**config.mk**
```make
export PLATFORM = sky130hd
export DESIGN_NAME = edge_triggered_delayed_pulse_generator
export DESIGN_NICKNAME = d
export VERILOG_FILES = /design/src/design/dpg_pkg.sv /design/src/design/dpg_match.sv /design/src/design/dpg_channel.sv /design/src/design/edge_triggered_delayed_pulse_generator.sv
export VERILOG_INCLUDE_DIRS = /design/src /design/src/design
export SDC_FILE = /design/constraint.sdc
export NUM_CORES = 2
export LEC_CHECK = 0
export BUFFER_PORTS_ARGS = -buffer_cell sky130_fd_sc_hd__buf_4
export CAP_MARGIN = 25
export CORE_MARGIN = 1
export CORE_UTILIZATION = 35
export DETAILED_ROUTE_END_ITERATION = 7
export GPL_ROUTABILITY_DRIVEN = 0
export SLEW_MARGIN = 20
export SYNTH_ARGS = -nofsm -noshare
export SYNTH_HDL_FRONTEND = slang
export SYNTH_SLANG_ARGS = --single-unit
```
**constraint.sdc**
```tcl
create_clock -name clk -period 8.9 [get_ports clk]
set_clock_uncertainty 0.1 [all_clocks]
set_input_delay 1.335 -clock clk [delete_from_list [all_inputs] [get_ports clk]]
set_output_delay 1.335 -clock clk [all_outputs]
set_load 0.1 [all_outputs]
```
**src/design/assert_macros.svh**
```systemverilog
// ----------------------------------------------------------------------------
// assert_macros.svh
// Assertion shorthands shared by the delay generator modules.
// ----------------------------------------------------------------------------
`ifndef ASSERT_MACROS_SVH
`define ASSERT_MACROS_SVH

// Check a condition on every clock edge outside reset.
`define DPG_ASSERT(lbl, prop, msg) \
	lbl: assert property (@(posedge clk) disable iff (!arst_n) (prop)) else $error(msg);

// Check that a condition in one cycle is followed by another in the next cycle.
`define DPG_ASSERT_NEXT(lbl, ante, cons, msg) \
	lbl: assert property (@(posedge clk) disable iff (!arst_n) (ante) |=> (cons)) else $error(msg);

`endif

```
**src/design/dpg_pkg.sv**
```systemverilog
// ----------------------------------------------------------------------------
// dpg_pkg
// Types and constants shared by the delayed pulse generator modules.
// ----------------------------------------------------------------------------
package dpg_pkg;

	// Operation codes of a command word
	localparam logic [1:0] OP_TICK   = 2'd0;
	localparam logic [1:0] OP_EDGE   = 2'd1;
	localparam logic [1:0] OP_ARM    = 2'd2;
	localparam logic [1:0] OP_DISARM = 2'd3;

	// Edge modes; any other code means both edges
	localparam logic [1:0] EDGE_RISE = 2'd0;
	localparam logic [1:0] EDGE_FALL = 2'd1;

	localparam int SETUP_BITS     = 58;
	localparam int FIELD_BITS     = 24;
	localparam int PIN_BITS       = 5;
	localparam int COUNT_BITS     = 32;
	localparam int STAMP_BITS     = 64;
	localparam int NUM_SETUP_REGS = 4;
	localparam int REG_INDEX_BITS = 2;
	localparam int OUT_CHANNELS   = 4;
	localparam int PIN_BASE       = 2;

	localparam logic [FIELD_BITS-1:0] RESET_WIDTH = 24'd100;

	// Channel setup register, packed as delay[23:0], width[47:24], pin[52:48],
	// edge mode[54:53], enable[55], idle level[56], active level[57]
	typedef struct packed {
		logic                  act_level;
		logic                  idle_level;
		logic                  enable;
		logic [1:0]            edge_sel;
		logic [PIN_BITS-1:0]   pin;
		logic [FIELD_BITS-1:0] width;
		logic [FIELD_BITS-1:0] delay;
	} setup_t;

	typedef struct packed {
		logic [1:0]          operation;
		logic [PIN_BITS-1:0] event_pin;
		logic                rise_seen;
		logic                fall_seen;
		logic [1:0]          status_channel;
	} cmd_t;

	typedef struct packed {
		logic [OUT_CHANNELS-1:0] output_levels;
		logic [OUT_CHANNELS-1:0] pending_flags;
		logic                    is_armed;
		logic                    accepted;
		logic [COUNT_BITS-1:0]   channel_event_count;
		logic [STAMP_BITS-1:0]   channel_last_event_time;
	} rsp_t;

	// Per-channel controls, already qualified by the pipeline advancing
	typedef struct packed {
		logic tick;
		logic cancel;
	} chan_ctl_t;

	// Setup fields the edge matcher needs
	typedef struct packed {
		logic                enable;
		logic [1:0]          edge_sel;
		logic [PIN_BITS-1:0] pin;
	} match_cfg_t;

	// Channel state after the current word
	typedef struct packed {
		logic                  level;
		logic                  pending;
		logic [COUNT_BITS-1:0] count;
		logic [STAMP_BITS-1:0] stamp;
	} chan_stat_t;

endpackage

```
**src/design/dpg_match.sv**
```systemverilog
// ----------------------------------------------------------------------------
// dpg_match
// Routes a pin edge word to the first channel whose pin, enable and edge mode fit.
// ----------------------------------------------------------------------------
module dpg_match #(
	parameter int NUM_CHANNELS = 4
) (
	input  logic                                      edge_in,
	input  logic                                      armed,
	input  logic [dpg_pkg::PIN_BITS-1:0]              event_pin,
	input  logic                                      rise_seen,
	input  logic                                      fall_seen,
	input  dpg_pkg::match_cfg_t [NUM_CHANNELS-1:0]    cfg,
	input  logic [NUM_CHANNELS-1:0]                   pending,
	output logic [NUM_CHANNELS-1:0]                   hit,
	output logic                                      accepted
);

	logic [NUM_CHANNELS-1:0] fits;

	always_comb begin
		for (int ch = 0; ch < NUM_CHANNELS; ch++) begin
			case (cfg[ch].edge_sel)
				dpg_pkg::EDGE_RISE: fits[ch] = rise_seen;
				dpg_pkg::EDGE_FALL: fits[ch] = fall_seen;
				default:            fits[ch] = rise_seen | fall_seen;
			endcase
			fits[ch] = fits[ch] & cfg[ch].enable & (cfg[ch].pin == event_pin);
		end
	end

	// The first fitting channel takes the word; if it is busy, drop the word
	always_comb begin
		logic found;
		found = 1'b0;
		hit   = '0;
		for (int ch = 0; ch < NUM_CHANNELS; ch++) begin
			if (!found && fits[ch]) begin
				found = 1'b1;
				hit[ch] = edge_in & armed & ~pending[ch];
			end
		end
		accepted = |hit;
	end

endmodule

```
**src/design/dpg_channel.sv**
```systemverilog
// ----------------------------------------------------------------------------
// dpg_channel
// One delay channel: setup register, delay and pulse countdown, event statistics.
// ----------------------------------------------------------------------------
`include "assert_macros.svh"

module dpg_channel #(
	parameter int CH_INDEX        = 0,
	parameter int TICK_COUNT_BITS = 24
) (
	input  logic                             clk,
	input  logic                             arst_n,
	input  logic                             cfg_wr,
	input  logic [dpg_pkg::SETUP_BITS-1:0]   cfg_data,
	input  dpg_pkg::chan_ctl_t               ctl,
	input  logic                             hit,
	input  logic [dpg_pkg::STAMP_BITS-1:0]   tick_time,
	output dpg_pkg::match_cfg_t              mcfg,
	output logic                             pending,
	output dpg_pkg::chan_stat_t              stat
);

	localparam dpg_pkg::setup_t SETUP_RESET = '{
		act_level:  1'b1,
		idle_level: 1'b0,
		enable:     1'b1,
		edge_sel:   dpg_pkg::EDGE_RISE,
		pin:        dpg_pkg::PIN_BITS'(CH_INDEX + dpg_pkg::PIN_BASE),
		width:      dpg_pkg::RESET_WIDTH,
		delay:      '0
	};

	dpg_pkg::setup_t               setup_q;
	logic                          pending_q, pending_d;
	logic                          phase_q, phase_d;
	logic [TICK_COUNT_BITS-1:0]    rem_q, rem_d, rem_dec;
	logic [dpg_pkg::COUNT_BITS-1:0] count_q, count_d;
	logic [dpg_pkg::STAMP_BITS-1:0] stamp_q, stamp_d;
	logic [TICK_COUNT_BITS-1:0]    delay_sat, width_sat;

	// Saturate the 24-bit fields to the counter width
	generate
		if (TICK_COUNT_BITS >= dpg_pkg::FIELD_BITS) begin : g_wide
			assign delay_sat = TICK_COUNT_BITS'(setup_q.delay);
			assign width_sat = TICK_COUNT_BITS'(setup_q.width);
		end else begin : g_narrow
			assign delay_sat = (|setup_q.delay[dpg_pkg::FIELD_BITS-1:TICK_COUNT_BITS]) ?
				'1 : setup_q.delay[TICK_COUNT_BITS-1:0];
			assign width_sat = (|setup_q.width[dpg_pkg::FIELD_BITS-1:TICK_COUNT_BITS]) ?
				'1 : setup_q.width[TICK_COUNT_BITS-1:0];
		end
	endgenerate

	always_ff @(posedge clk or negedge arst_n) begin
		if (!arst_n) begin
			setup_q <= SETUP_RESET;
		end else if (cfg_wr) begin
			setup_q <= dpg_pkg::setup_t'(cfg_data);
		end
	end

	assign rem_dec = (rem_q == '0) ? '0 : rem_q - TICK_COUNT_BITS'(1);

	always_comb begin
		pending_d = pending_q;
		phase_d   = phase_q;
		rem_d     = rem_q;
		count_d   = count_q;
		stamp_d   = stamp_q;
		if (ctl.cancel) begin
			pending_d = 1'b0;
			phase_d   = 1'b0;
			rem_d     = '0;
		end else if (hit) begin
			pending_d = 1'b1;
			count_d   = count_q + dpg_pkg::COUNT_BITS'(1);
			stamp_d   = tick_time;
			if (delay_sat != '0) begin
				phase_d = 1'b0;
				rem_d   = delay_sat;
			end else if (width_sat != '0) begin
				phase_d = 1'b1;
				rem_d   = width_sat;
			end else begin
				pending_d = 1'b0;
				phase_d   = 1'b0;
				rem_d     = '0;
			end
		end else if (ctl.tick && pending_q) begin
			rem_d = rem_dec;
			if (rem_dec == '0) begin
				if (phase_q || width_sat == '0) begin
					pending_d = 1'b0;
					phase_d   = 1'b0;
					rem_d     = '0;
				end else begin
					phase_d = 1'b1;
					rem_d   = width_sat;
				end
			end
		end
	end

	always_ff @(posedge clk or negedge arst_n) begin
		if (!arst_n) begin
			pending_q <= 1'b0;
			phase_q   <= 1'b0;
			rem_q     <= '0;
			count_q   <= '0;
			stamp_q   <= '0;
		end else begin
			pending_q <= pending_d;
			phase_q   <= phase_d;
			rem_q     <= rem_d;
			count_q   <= count_d;
			stamp_q   <= stamp_d;
		end
	end

	assign mcfg.enable   = setup_q.enable;
	assign mcfg.edge_sel = setup_q.edge_sel;
	assign mcfg.pin      = setup_q.pin;
	assign pending       = pending_q;

	assign stat.level   = (pending_d && phase_d) ? setup_q.act_level : setup_q.idle_level;
	assign stat.pending = pending_d;
	assign stat.count   = count_d;
	assign stat.stamp   = stamp_d;

	`DPG_ASSERT(a_pending_count, !pending_q || rem_q != '0, "pending channel with zero count")
	`DPG_ASSERT(a_idle_phase, pending_q || !phase_q, "pulse phase on an idle channel")

endmodule

```
**src/design/edge_triggered_delayed_pulse_generator.sv**
```systemverilog
// ----------------------------------------------------------------------------
// edge_triggered_delayed_pulse_generator
// Multi-channel trigger delay generator driven by tick, edge and arm words.
// ----------------------------------------------------------------------------
// Usage:
//   cmd channel: one word per tick of the microsecond time base, pin edge
//   event, arm or disarm command. The word is taken on a rising edge with
//   cmd_valid high and cmd_stall low.
//   rsp channel: one word per command word, carrying the output levels,
//   pending flags, armed state, whether an edge scheduled a pulse, and the
//   event count and last timestamp of the channel chosen by status_channel.
//   Path: a taken word lands in the input register, and its result is
//   loaded into the result register when the word moves on.
//   Throughput: one word per cycle while rsp_stall is low; the input
//   register and the result register each hold one word, so a new word is
//   taken while a finished result waits. cmd_stall rises only when both
//   registers are full and the receiver holds rsp_stall high.
//   cfg port: cfg_wr_en writes cfg_data into the channel setup named by
//   cfg_index; write only while no word is in flight.
//   Reset: disarmed, all channels idle, counts, stamps and tick time zero,
//   setups at their defaults (no delay, 100 tick pulse, pin 2 + channel).
// ----------------------------------------------------------------------------
`include "assert_macros.svh"

module edge_triggered_delayed_pulse_generator #(
	parameter int NUM_CHANNELS    = 4,
	parameter int TICK_COUNT_BITS = 24
) (
	input  logic                                 clk,
	input  logic                                 arst_n,
	input  logic                                 cmd_valid,
	output logic                                 cmd_stall,
	input  dpg_pkg::cmd_t                        cmd,
	output logic                                 rsp_valid,
	input  logic                                 rsp_stall,
	output dpg_pkg::rsp_t                        rsp,
	input  logic                                 cfg_wr_en,
	input  logic [dpg_pkg::REG_INDEX_BITS-1:0]   cfg_index,
	input  logic [dpg_pkg::SETUP_BITS-1:0]       cfg_data
);

	// Input register
	logic                 valid_s1;
	dpg_pkg::cmd_t        cmd_s1;
	// Result register
	logic                 rsp_valid_q;
	dpg_pkg::rsp_t        rsp_q;
	// Block state
	logic                 armed_q, armed_d;
	logic [dpg_pkg::STAMP_BITS-1:0] tick_time_q;

	logic                 advance;
	logic                 cmd_take;
	logic                 edge_in;
	dpg_pkg::chan_ctl_t   ctl;
	logic                 accepted;

	logic [NUM_CHANNELS-1:0]                  cfg_wr;
	logic [NUM_CHANNELS-1:0]                  hit;
	logic [NUM_CHANNELS-1:0]                  pending;
	dpg_pkg::match_cfg_t [NUM_CHANNELS-1:0]   mcfg;
	dpg_pkg::chan_stat_t [NUM_CHANNELS-1:0]   stat;

	logic [dpg_pkg::OUT_CHANNELS-1:0]   levels_d, pend_d;
	logic [dpg_pkg::COUNT_BITS-1:0]     count_sel;
	logic [dpg_pkg::STAMP_BITS-1:0]     stamp_sel;

	// Move the held word on when the result register is empty or being emptied
	assign advance   = valid_s1 && (!rsp_valid_q || !rsp_stall);
	assign cmd_stall = valid_s1 && !advance;
	assign cmd_take  = cmd_valid && !cmd_stall;

	always_ff @(posedge clk or negedge arst_n) begin
		if (!arst_n) begin
			valid_s1 <= 1'b0;
		end else if (cmd_take) begin
			valid_s1 <= 1'b1;
		end else if (advance) begin
			valid_s1 <= 1'b0;
		end
	end

	always_ff @(posedge clk) begin
		if (cmd_take) begin
			cmd_s1 <= cmd;
		end
	end

	// Decode the held word
	assign edge_in    = advance && (cmd_s1.operation == dpg_pkg::OP_EDGE);
	assign ctl.tick   = advance && (cmd_s1.operation == dpg_pkg::OP_TICK);
	assign ctl.cancel = advance && ((cmd_s1.operation == dpg_pkg::OP_ARM) ||
		(cmd_s1.operation == dpg_pkg::OP_DISARM));

	always_comb begin
		armed_d = armed_q;
		if (advance) begin
			case (cmd_s1.operation)
				dpg_pkg::OP_ARM:    armed_d = 1'b1;
				dpg_pkg::OP_DISARM: armed_d = 1'b0;
				default:            armed_d = armed_q;
			endcase
		end
	end

	always_ff @(posedge clk or negedge arst_n) begin
		if (!arst_n) begin
			armed_q     <= 1'b0;
			tick_time_q <= '0;
		end else begin
			armed_q <= armed_d;
			if (ctl.tick) begin
				tick_time_q <= tick_time_q + dpg_pkg::STAMP_BITS'(1);
			end
		end
	end

	// Route setup writes; channels past the register list keep their defaults
	always_comb begin
		for (int ch = 0; ch < NUM_CHANNELS; ch++) begin
			cfg_wr[ch] = cfg_wr_en && (ch < dpg_pkg::NUM_SETUP_REGS) &&
				(cfg_index == dpg_pkg::REG_INDEX_BITS'(ch));
		end
	end

	dpg_match #(
		.NUM_CHANNELS (NUM_CHANNELS)
	) u_match (
		.edge_in   (edge_in),
		.armed     (armed_q),
		.event_pin (cmd_s1.event_pin),
		.rise_seen (cmd_s1.rise_seen),
		.fall_seen (cmd_s1.fall_seen),
		.cfg       (mcfg),
		.pending   (pending),
		.hit       (hit),
		.accepted  (accepted)
	);

	generate
		for (genvar g = 0; g < NUM_CHANNELS; g++) begin : g_chan
			dpg_channel #(
				.CH_INDEX        (g),
				.TICK_COUNT_BITS (TICK_COUNT_BITS)
			) u_chan (
				.clk       (clk),
				.arst_n    (arst_n),
				.cfg_wr    (cfg_wr[g]),
				.cfg_data  (cfg_data),
				.ctl       (ctl),
				.hit       (hit[g]),
				.tick_time (tick_time_q),
				.mcfg      (mcfg[g]),
				.pending   (pending[g]),
				.stat      (stat[g])
			);
		end

		// Report only the first four channels in the flag fields
		for (genvar g = 0; g < dpg_pkg::OUT_CHANNELS; g++) begin : g_flags
			if (g < NUM_CHANNELS) begin : g_used
				assign levels_d[g] = stat[g].level;
				assign pend_d[g]   = stat[g].pending;
			end else begin : g_absent
				assign levels_d[g] = 1'b0;
				assign pend_d[g]   = 1'b0;
			end
		end
	endgenerate

	// Pick the status channel; a channel that does not exist reads zero
	always_comb begin
		count_sel = '0;
		stamp_sel = '0;
		for (int ch = 0; ch < NUM_CHANNELS; ch++) begin
			if (ch < dpg_pkg::OUT_CHANNELS && cmd_s1.status_channel == 2'(ch)) begin
				count_sel = stat[ch].count;
				stamp_sel = stat[ch].stamp;
			end
		end
	end

	// Result register: load on advance, drop once the receiver takes it
	always_ff @(posedge clk or negedge arst_n) begin
		if (!arst_n) begin
			rsp_valid_q <= 1'b0;
		end else if (advance) begin
			rsp_valid_q <= 1'b1;
		end else if (!rsp_stall) begin
			rsp_valid_q <= 1'b0;
		end
	end

	always_ff @(posedge clk) begin
		if (advance) begin
			rsp_q.output_levels           <= levels_d;
			rsp_q.pending_flags           <= pend_d;
			rsp_q.is_armed                <= armed_d;
			rsp_q.accepted                <= accepted;
			rsp_q.channel_event_count     <= count_sel;
			rsp_q.channel_last_event_time <= stamp_sel;
		end
	end

	assign rsp_valid = rsp_valid_q;
	assign rsp       = rsp_q;

	`DPG_ASSERT(a_hit_onehot, $onehot0(hit), "edge word routed to more than one channel")
	`DPG_ASSERT_NEXT(a_adv_rsp, advance, rsp_valid_q, "advanced word left no result")
	`DPG_ASSERT_NEXT(a_tick_time, ctl.tick, tick_time_q == $past(tick_time_q) + 64'd1,
		"tick time did not advance by one")

endmodule
```
==> flow_summary.json <==
{
  "status": "finished, final reports clean",
  "final_cell_mix": "nand2_1 (1,013), dfrtp_1 (761), mux2_2 (237)",
  "avgSynthCellArea_um2": 10.6,
  "portBuffers": 183,
  "grt_pass1_wl_um": 191000,
  "leakagePower_nw": 22.1,
  "cts_setup_buffers": 0,
  "drv_slew": 0,
  "grt_max_degree": 155,
  "hp-class": "flop to flop",
  "period_share": 0.509,
  "period_minus_slack_ns": 4.53,
  "routedWlPerCell_um": 21.3,
  "worst_hold_slack_ns": 0.352,
  "synth_cells": 3992,
  "r2r-start": "cmd_s1[8]$_DFFE_PP_",
  "setup_violations": 0,
  "critPathMaxFanout": 61,
  "synthArstFlopShare": 0.871,
  "min_from": "g_chan[1].u_chan.count_q[31]$_DFF_PN0_",
  "placed_cell_area_mm2": 0.0453,
  "cp.arrival_ns": 4.95,
  "io_pins": 184,
  "r2r_slack_ns": 4.54,
  "hold_buffers": 0,
  "area.growth.synth_to_final_pct": 15.7,
  "maxSlewHeadroom": 0.286,
  "clock-sinks": 904,
  "grt.total_usage": 0.203,
  "synth_area_mm2": 0.0422,
  "p_per_area_mw_per_mm2": 224,
  "drive_gt1_frac": 0.194,
  "syn_nets": 4081,
  "crit_path_top_delay_cell": "buf_4",
  "synth.distinct_cells": 85,
  "rsz0062_at_grt": "no",
  "dp_hpwl_um": 81000,
  "cts_tree": "built",
  "layout_commonest_cell": "nand2_1",
  "synth-edff-count": 117,
  "cp_common_cell": "buf_4",
  "cts_resized": 0,
  "die_h_um": 349,
  "ys.flop_type": "dfrtp_1",
  "ys_seq_area_frac": 0.550,
  "rows": 127,
  "path_class": "primary input to flop",
  "coreArea_mm2": 0.120,
  "fin_setup_tns_ns": 0,
  "critical_path.cell_chain": "buf_4 -> a21bo_2 -> or2_2 -> a21o_1 -> nor4_4 -> buf_4 -> buf_4 -> inv_1 -> nand2_1 -> nor2_1 -> buf_4 -> a211oi_1 -> a211oi_1",
  "drc_errors": 0,
  "postRouteAntennaNets": 0,
  "startpoint_type": "primary input",
  "worstReg2RegEnd": "rsp[85]$_DFFE_PP_",
  "crit_path_end_kind": "flop",
  "path_buf_inv": 5,
  "ys_ff_latch": 904,
  "ir_drop_mv": 0.186,
  "grt_remaining_overflow": 0,
  "drt_iter0_markers": 2417,
  "die_w_um": 349,
  "vias": 31100,
  "start_util": 0.353,
  "clk_pin_slew_ns": 0.06,
  "antenna_found_initial": 9,
  "worstMarginPinSlew_ns": 1.07,
  "hold_path_end": "g_chan[1].u_chan.count_q[31]$_DFF_PN0_",
  "cts-buffers-inserted": 100,
  "clkLatencyLatePin_ns": 0.71,
  "clock.fmax_ghz": 0.221,
  "drt-pass1-iter-count": 5,
  "rr_worst_depth": 9,
  "wl_um": 124000,
  "cts-root-buf": "clkbuf_16",
  "worstHoldPathCells": 1,
  "dieArea_mm2": 0.122,
  "ys.warnings.count": 0,
  "nets": 4198,
  "grt_pass1_vias": 30900,
  "crit_family": "buffers and inverters",
  "cts_buffer_depth": 3,
  "slowest_delay_ns": 0.78,
  "drv_cap": 0,
  "finalHoldViolations": 0,
  "fin_area_mm2": 0.0489,
  "routed_via_density": 5.35,
  "cp_data_required_time_ns": 9.33,
  "htreeDepth": 3
}
## synth_stat cells, types with 13 or more instances
cell,count,area [um2]
and4_1,15,131
edfxtp_1,117,3510
nand3_1,112,561
nor2_1,168,631
and2_1,16,100
xor2_1,106,928
or4_1,18,135
a21oi_1,127,636
ha_1,13,163
nor3_1,127,636
o31ai_1,17,128
and3_1,40,250
dfrtp_1,761,19000
nor4_1,91,569
buf_1,26,97.6
nand2b_1,13,81.3
dfstp_2,26,683
a21o_1,21,158
mux4_2,78,1760
a221o_1,22,220
or3_1,24,150
clkbuf_1,192,721
o21ai_0,99,495
xnor2_1,169,1480
inv_1,39,146
mux2_2,237,2670
nand2_1,1013,3800
nand4_1,68,425
a211oi_1,41,308
## registers in the layout (all words and copies together), names as in the netlist
name / cells
g_chan.u_chan.pending: 4
g_chan.u_chan.mcfg: 32
rsp_valid: 1
g_chan.u_chan.width_sat: 96
g_chan.u_chan.phase_q: 4
g_chan.u_chan.rem_q: 96
g_chan.u_chan.setup_q: 8
g_chan.u_chan.stamp_q: 256
g_chan.u_chan.delay_sat: 96
rsp: 106
g_chan.u_chan.count_q: 128
armed_q: 1
tick_time_q: 64
valid_s1: 1
cmd_s1: 11
## metal layers
layer / share of wire / vias up / GRT usage / wire length, um
li1: - / 14300 / - / -
met5: 0.00029 / - / 0 / 36
met2: 0.46 / 874 / 0.320 / 56900
met3: 0.051 / 233 / 0.0321 / 6330
met4: 0.038 / 6 / 0.0798 / 4730
met1: 0.45 / 15700 / 0.280 / 55800
## power by group
| part | internal, mW | switching (mW) |
|---|---|---|
| clock | 2.48 | 1.80 |
| sequential | 4.54 | 0.396 |
| combinational | 0.679 | 1.05 |
| total | 7.70 | 3.24 |
## cells by family (layout without fill, tap and decap cells)
kind of cell / after synthesis / after routing / synth area share
muxes: 323 / 323 / 0.107
xor gates and xnor gates: 275 / 275 / 0.0570
and+or+nand+nor: 1789 / 1789 / 0.193
AOI/OAI and AO/OA: 417 / 417 / 0.0646
buffers and inverters: 271 / 475 / 0.0244
DFF: 904 / 904 / 0.550
other: 0 / 5 / 0
adders and majority gates: 13 / 13 / 0.00385
## stage by stage
| step | utilization | std cells | setup slack [ns] | power (mW) |
|---|---|---|---|---|
| 2_1_floorplan | - | 3992 | 2.45 | 6.12 |
| 4_1_cts | 0.407 | 5800 | 4.09 | 11.0 |
| 3_3_place_gp | 0.378 | 5610 | 3.84 | 6.69 |
| 5_1_grt | 0.408 | 5809 | 4.21 | 11.4 |
| 3_5_place_dp | 0.378 | 5611 | 3.75 | 6.72 |
| 6_report | 0.408 | 5813 | 4.37 | 10.9 |
## worst max-delay path by stage
stage,from,endpoint,depth (start not counted)
5_1_grt,rsp_stall,tick_time_q[63]$_DFFE_PN0P_,12
4_1_cts,g_chan[2].u_chan.rem_q[0]$_DFFE_PN0P_,rsp[104]$_DFFE_PP_,11
2_1_floorplan,rsp_stall,tick_time_q[63]$_DFFE_PN0P_,12
3_3_place_gp,rsp_stall,g_chan[3].u_chan.rem_q[0]$_DFFE_PN0P_,12
3_5_place_dp,rsp_stall,g_chan[3].u_chan.rem_q[1]$_DFFE_PN0P_,12
6_report,rsp_stall,g_chan[3].u_chan.rem_q[1]$_DFFE_PN0P_,13
## layout make-up
class	count	area, um2
Fill cell	11600	70900
Sequential cell	904	23200
Multi-Input combinational cell	2817	18100
Clock buffer	135	2830
Tap cell	1612	2020
Timing Repair Buffer	245	1910
Clock inverter	54	616
Inverter	41	166
Antenna cell	5	12.5
Note: power is estimated with default switching activity, not from simulation.
